`src/rtl/blp_pkg.sv`:
```
package blp_pkg;

    localparam logic [1:0] ST_SUCCESS = 2'd0;
    localparam logic [1:0] ST_EMPTY   = 2'd1;
    localparam logic [1:0] ST_INVALID = 2'd2;
    localparam logic [1:0] ST_RANGE   = 2'd3;

    localparam logic [1:0] ERR_NONE   = 2'd0;

    localparam logic [7:0] CHAR_TERM  = 8'h00;
    localparam logic [7:0] CHAR_0     = 8'h30;
    localparam logic [7:0] CHAR_9     = 8'h39;
    localparam logic [7:0] CHAR_LA    = 8'h61;
    localparam logic [7:0] CHAR_LF    = 8'h66;
    localparam logic [7:0] CHAR_UA    = 8'h41;
    localparam logic [7:0] CHAR_UF    = 8'h46;
    localparam logic [7:0] CHAR_X     = 8'h78;

    localparam logic [4:0] BASE_DEC   = 5'd10;
    localparam logic [4:0] BASE_HEX   = 5'd16;
    localparam logic [4:0] NOT_DIGIT  = 5'd16;

    localparam logic [1:0] COUNT_MAX  = 2'd2;
    localparam logic [11:0] BYTE_MAX  = 12'd255;

    typedef struct packed {
        logic [1:0] char_count;
        logic       hex_mode;
        logic       digits_seen;
        logic [7:0] accumulator;
        logic [1:0] first_error;
    } parse_state_t;

    typedef struct packed {
        logic [7:0] byte_value;
        logic [1:0] status;
    } result_t;

    function automatic logic [4:0] digit_value(input logic [7:0] c);
        logic [4:0] d;
        d = NOT_DIGIT;
        if (c >= CHAR_0 && c <= CHAR_9)
        begin
            d = 5'(c - CHAR_0);
        end
        else if (c >= CHAR_LA && c <= CHAR_LF)
        begin
            d = 5'(c - CHAR_LA) + 5'd10;
        end
        else if (c >= CHAR_UA && c <= CHAR_UF)
        begin
            d = 5'(c - CHAR_UA) + 5'd10;
        end
        return d;
    endfunction

endpackage

```
`src/rtl/blp_step.sv`:
```
module blp_step (
    input  blp_pkg::parse_state_t cur,
    input  logic [7:0]            character,
    output blp_pkg::parse_state_t nxt,
    output blp_pkg::result_t      result,
    output logic                  is_term
);
    import blp_pkg::*;

    logic [4:0]  d;
    logic [4:0]  base;
    logic [11:0] sum;
    logic        prefix;

    assign is_term = (character == CHAR_TERM);
    assign d       = digit_value(character);
    assign base    = cur.hex_mode ? BASE_HEX : BASE_DEC;
    assign sum     = cur.hex_mode
                   ? ({cur.accumulator, 4'b0000} + {7'd0, d})
                   : ({1'b0, cur.accumulator, 3'b000} + {3'b000, cur.accumulator, 1'b0}
                      + {7'd0, d});
    assign prefix  = (cur.char_count == 2'd1) && (character == CHAR_X)
                   && !cur.hex_mode && (cur.accumulator == 8'd0);

    always_comb
    begin
        nxt               = cur;
        result.status     = ST_SUCCESS;
        result.byte_value = 8'd0;
        if (is_term)
        begin
            nxt = '0;
            if (cur.char_count == 2'd0)
            begin
                result.status = ST_EMPTY;
            end
            else if (cur.first_error != ERR_NONE)
            begin
                result.status = cur.first_error;
            end
            else if (!cur.digits_seen)
            begin
                result.status = ST_INVALID;
            end
            else
            begin
                result.byte_value = cur.accumulator;
            end
        end
        else
        begin
            if (cur.char_count < COUNT_MAX)
            begin
                nxt.char_count = cur.char_count + 2'd1;
            end
            if (cur.first_error == ERR_NONE)
            begin
                if (prefix)
                begin
                    nxt.hex_mode    = 1'b1;
                    nxt.digits_seen = 1'b0;
                    nxt.accumulator = 8'd0;
                end
                else if (d >= base)
                begin
                    nxt.first_error = ST_INVALID;
                end
                else if (sum > BYTE_MAX)
                begin
                    nxt.first_error = ST_RANGE;
                end
                else
                begin
                    nxt.accumulator = sum[7:0];
                    nxt.digits_seen = 1'b1;
                end
            end
        end
    end

endmodule

```
`src/rtl/byte_literal_parser_top.sv`:
```
// Parses a decimal or 0x-prefixed hexadecimal byte literal fed one character per word,
// with a zero character closing the literal. One character is taken every cycle, except
// while a terminator waits for the output register; only the terminator produces an output
// word, which is registered in the output register once the terminator is processed. The
// per-character step (a multiply by 10 or 16 as shifts, an add and a range compare) sits
// between the input register and the parser state/output registers. The output register
// lets characters keep flowing while a result waits; only a terminator that finds the
// output still full holds the input side.
module byte_literal_parser_top (
    input  logic        clk,
    input  logic        rst_n,
    input  logic        s_tvalid,
    output logic        s_tready,
    input  logic [7:0]  s_tdata,   // character
    output logic        m_tvalid,
    input  logic        m_tready,
    output logic [15:0] m_tdata    // status[1:0], byte_value[9:2], zero fill
);
    import blp_pkg::*;

    logic         in_valid_reg;
    logic [7:0]   in_char_reg;
    parse_state_t state_reg;
    parse_state_t state_next;
    logic         out_valid_reg;
    result_t      out_data_reg;
    result_t      step_result;
    logic         step_term;
    logic         out_free;
    logic         advance;

    blp_step u_step (
        .cur       (state_reg),
        .character (in_char_reg),
        .nxt       (state_next),
        .result    (step_result),
        .is_term   (step_term)
    );

    assign out_free = !out_valid_reg || m_tready;
    assign advance  = in_valid_reg && (!step_term || out_free);
    assign s_tready = !in_valid_reg || advance;
    assign m_tvalid = out_valid_reg;
    assign m_tdata  = {6'd0, out_data_reg};

    always_ff @(posedge clk or negedge rst_n)
    begin
        if (!rst_n)
        begin
            in_valid_reg  <= 1'b0;
            state_reg     <= '0;
            out_valid_reg <= 1'b0;
        end
        else
        begin
            if (s_tready)
            begin
                in_valid_reg <= s_tvalid;
            end
            if (advance)
            begin
                state_reg <= state_next;
            end
            if (advance && step_term)
            begin
                out_valid_reg <= 1'b1;
            end
            else if (m_tready)
            begin
                out_valid_reg <= 1'b0;
            end
        end
    end

    always_ff @(posedge clk)
    begin
        if (s_tready && s_tvalid)
        begin
            in_char_reg <= s_tdata;
        end
        if (advance && step_term)
        begin
            out_data_reg <= step_result;
        end
    end

`ifndef ASSERT_OFF
    a_clear_after_term: assert property (@(posedge clk) disable iff (!rst_n)
        (advance && step_term) |=> (state_reg == '0))
        else $error("parser state not cleared after terminator");

    a_count_sat: assert property (@(posedge clk) disable iff (!rst_n)
        state_reg.char_count != 2'd3)
        else $error("character count above saturation");

    a_value_zero_on_fail: assert property (@(posedge clk) disable iff (!rst_n)
        (m_tvalid && (m_tdata[1:0] != ST_SUCCESS)) |-> (m_tdata[9:2] == 8'd0))
        else $error("nonzero value with failing status");

    a_term_waits: assert property (@(posedge clk) disable iff (!rst_n)
        (in_valid_reg && step_term && out_valid_reg && !m_tready) |-> !advance)
        else $error("terminator overwrote a pending result");
`endif

endmodule
```
`config.mk`:
```
export PLATFORM = sky130hd
export DESIGN_NAME = byte_literal_parser_top
export DESIGN_NICKNAME = d
export VERILOG_FILES = /design/src/rtl/blp_pkg.sv /design/src/rtl/blp_step.sv /design/src/rtl/byte_literal_parser_top.sv
export SDC_FILE = /design/constraint.sdc
export NUM_CORES = 1
export LEC_CHECK = 0
export BUFFER_PORTS_ARGS = -buffer_cell sky130_fd_sc_hd__buf_2
export CORE_MARGIN = 2
export CORE_UTILIZATION = 54
export DETAILED_ROUTE_END_ITERATION = 16
export GPL_ROUTABILITY_DRIVEN = 0
export PLACE_DENSITY = 0.75
export SKIP_CTS_REPAIR_TIMING = 1
export SYNTH_ARGS = -nofsm -noshare
export SYNTH_HDL_FRONTEND = slang
export SYNTH_SLANG_ARGS = --single-unit
```
`constraint.sdc`:
```
create_clock -name clk -period 4.45 [get_ports clk]
set_input_delay 0.89 -clock clk [delete_from_list [all_inputs] [get_ports clk]]
set_output_delay 0.89 -clock clk [all_outputs]
set_load 0.02 [all_outputs]
```
==> key figures <==
Global route
  – Largest net degree at the start of global routing: 17
  – Initial antenna violation count: 0
  – GR Overflow Total: 0
  – Global-route wire length before repair: 8300 microns
  – Vias in the first global route: 1787
  – GR Util All Layers: 20.9%

Floorplan
  – I/O Pins: 30
  – Initial Util: a little under three fifths
  – Die height: 71.4 microns
  – Core footprint: 4350 sq um
  – Die width: ~70 microns
  – Row count: 24
  – Die area: 5100 sq um

Clock tree
  – Clk_lat worst skew: 0.29 ns
  – CTS Buf Count: 5
  – CTS H-tree lvls: 2
  – TritonCTS clock tree: done
  – Reg clk slew, reported paths: ~0.070 ns
  – Bufs on Longest Clock Path: 2
  – Sink Count: 34
  – Root Buffer Master: clkbuf_8

STA
  – Layout Skew: 0.00430 ns
  – Worst slew margin: 64.7%
  – Total count of hold-check failures in the final report: 0
  – Worst-margin pin slew: 0.530 ns
  – Final Cycle Share: 92.8%
  – RSZ-0062 raised after global routing: false
  – Final TNS setup: 0 ns
  – Tmin final: 4.13 ns
  – Max Transition Viols Final: 0
  – Setup-failing EPs final: 0
  – Hold slack: 0.509 ns
  – Fmax: 242 MHz

Detailed routing
  – Iteration-0 DRC Markers: 182
  – First-pass DRT Iterations: 4
  – Via density: between 5 and 6
  – Routed len/inst: approximately 15 microns
  – DR vias: roughly 2000
  – Remaining DRCs: 0
  – Final wirelength: 5040 microns
  – Post-route ant nets: 0

Synth
  – Cell taking the most area after synthesis: edfxtp_1
  – Ys Warns: 0
  – Synth Area per Inst: between 9 and 10 sq um
  – Synth Flop Type: edfxtp_1
  – Top post-synthesis cells by area: edfxtp_1 (22%), dfrtp_1 (16%), ha_1 (12%)
  – Post-synth top area share: 22.0%
  – Async set or reset register ratio after synthesis: 47.1%
  – Sequential area share after synthesis: 38.3%
  – Synth Register Bits: 34
  – Unique masters post-synth: 58
  – Synthesized area: 2450 sq um
  – Post-synth EDFFs: 18
  – Cells after Synth: about 250

Layout
  – Most frequent cells in the layout: ha_1 (24), buf_2 (23), nor2_1 (20)
  – Final Instance Area: between 2000 and 3000 sq um
  – Post-layout net count: 317
  – # diodes: 0
  – Most common cell after layout, fill and taps aside: ha_1
  – Layout cells sized above 1: 18.3%
  – Area Growth Syn to Fin: 11.3%
  – Largest register FFs: 14
  – Register area: 941 sq um
  – Area of the multi-input gates: approximately 1400 sq um
  – Fill cells: 355
  – Final core utilization: 62.7%

Critical path
  – Worst Reg2Reg Path Length in Cells: 14
  – R2R Setup Slk: 0.32 ns
  – Critical path endpoint category: flip-flop
  – Worst EP arrival: roughly 4.3 ns
  – Setup CP Type: flip-flop to flip-flop
  – Startpoint class of the critical path: flip-flop
  – R2r startpoint: in_char_reg[1]
  – Worst-path fanout max: 8
  – Req. time, crit path: ~4.6 ns
  – R2R Path End: state_reg[4]

Placement
  – Port bufs: 23
  – Post-DP HPWL: 3890 microns
  – Placed inst area: about 2600 sq um

Pwr
  – Pwr Total: roughly 1.6 mW
  – Lkg Pwr: 1.17 nW
  – VDD IR max: 0.000265 V
  – Power per Cell Area: about 580 nW/um^2

Min path
  – Type of the tightest min-delay check: primary input to async pin

Run status
  – Status: completed

Job
  – Max-cap viol count: 0
==> Yosys cell counts (2+ instances only) <==
cell,number
inv_1,19
xnor2_1,3
o21ai_0,11
nand2_1,15
nand2b_1,5
fa_1,3
a21oi_2,2
mux2i_1,4
nand3_1,6
buf_4,6
a211oi_1,4
a21oi_1,17
xor2_1,2
o21bai_1,2
nor2b_1,3
edfxtp_1,18
nor3b_1,2
clkbuf_1,2
o211ai_1,2
or4_1,3
nor4_1,10
dfrtp_1,16
o22ai_1,8
nor3_1,5
a21o_1,3
nor2_1,21
and3_1,3
ha_1,24
==> routing by layer <==
layer / vias up / GRT usage, % / share of wire [%]
li1: 981 / - / -
met4: 0 / 5.03 / 0.79
met1: 924 / 28.4 / 45
met5: - / 0 / 0
met3: 6 / 5.91 / 4.7
met2: 46 / 33.4 / 50
==> how the worst max path moves through the flow <==
| stage | from | end | slack, ns | depth (start not counted) |
|---|---|---|---|---|
| finish | in_char_reg[1] | state_reg[4] | 0.32 | 14 |
| global route | in_char_reg[1] | state_reg[5] | 0.04 | 14 |
| CTS | in_char_reg[1] | state_reg[4] | 0.12 | 14 |
| detailed placement | in_char_reg[1] | state_reg[4] | 0.13 | 14 |
| global placement | in_char_reg[1] | state_reg[4] | 0.21 | 14 |
| floorplan | in_char_reg[0] | state_reg[4] | 0.47 | 14 |
==> power breakdown <==
group | internal (mW) | leakage (nW) | switching [mW]
registers | 0.375 | 0.324 | 0.0733
logic | 0.399 | 0.799 | 0.508
clock network | 0.124 | 0.0472 | 0.115
total | 0.899 | 1.17 | 0.697
==> worst max-delay path: stages, from the launching register on <==
cell       delay [ns]
edfxtp_1         0.44
inv_1            0.12
ha_1             0.21
o21bai_1         0.12
a2111oi_4        0.43
a21oi_1          0.10
nor2_2           0.15
fa_1             0.48
fa_1             0.51
a211oi_2         0.31
o21bai_1         0.14
a311oi_1         0.35
nand4_1          0.21
a21oi_4          0.30
o32ai_2          0.12
==> cell families (layout without fill, tap and decap cells) <==
group	after synthesis	count (layout)	synth area share, %
AND/OR/NAND/NOR	83	83	18.3
multiplexers	4	4	1.63
adder cells (fa/ha/maj)	27	27	14.7
flip-flops	34	34	38.3
XOR/XNOR	5	5	1.79
other	1	6	0.153
AO/OA/AOI/OAI	66	66	19.4
buffers and inverters	29	54	5.66
==> stage by stage <==
stage	setup WS, ns	cells
floorplan	0.468	254
global placement	0.208	323
detailed placement	0.132	323
CTS	0.121	331
global route	0.0354	331
finish	0.320	331
==> final cells by class <==
type,count,area share [%]
Clock inverter,2,0.458
Inverter,19,2.61
Clock buffer,6,3.02
Tap cell,52,2.38
Multi-Input combinational cell,191,51.7
Timing Repair Buffer,27,5.32
Sequential cell,34,34.5
No activity file was read; power rests on OpenSTA's default activity.
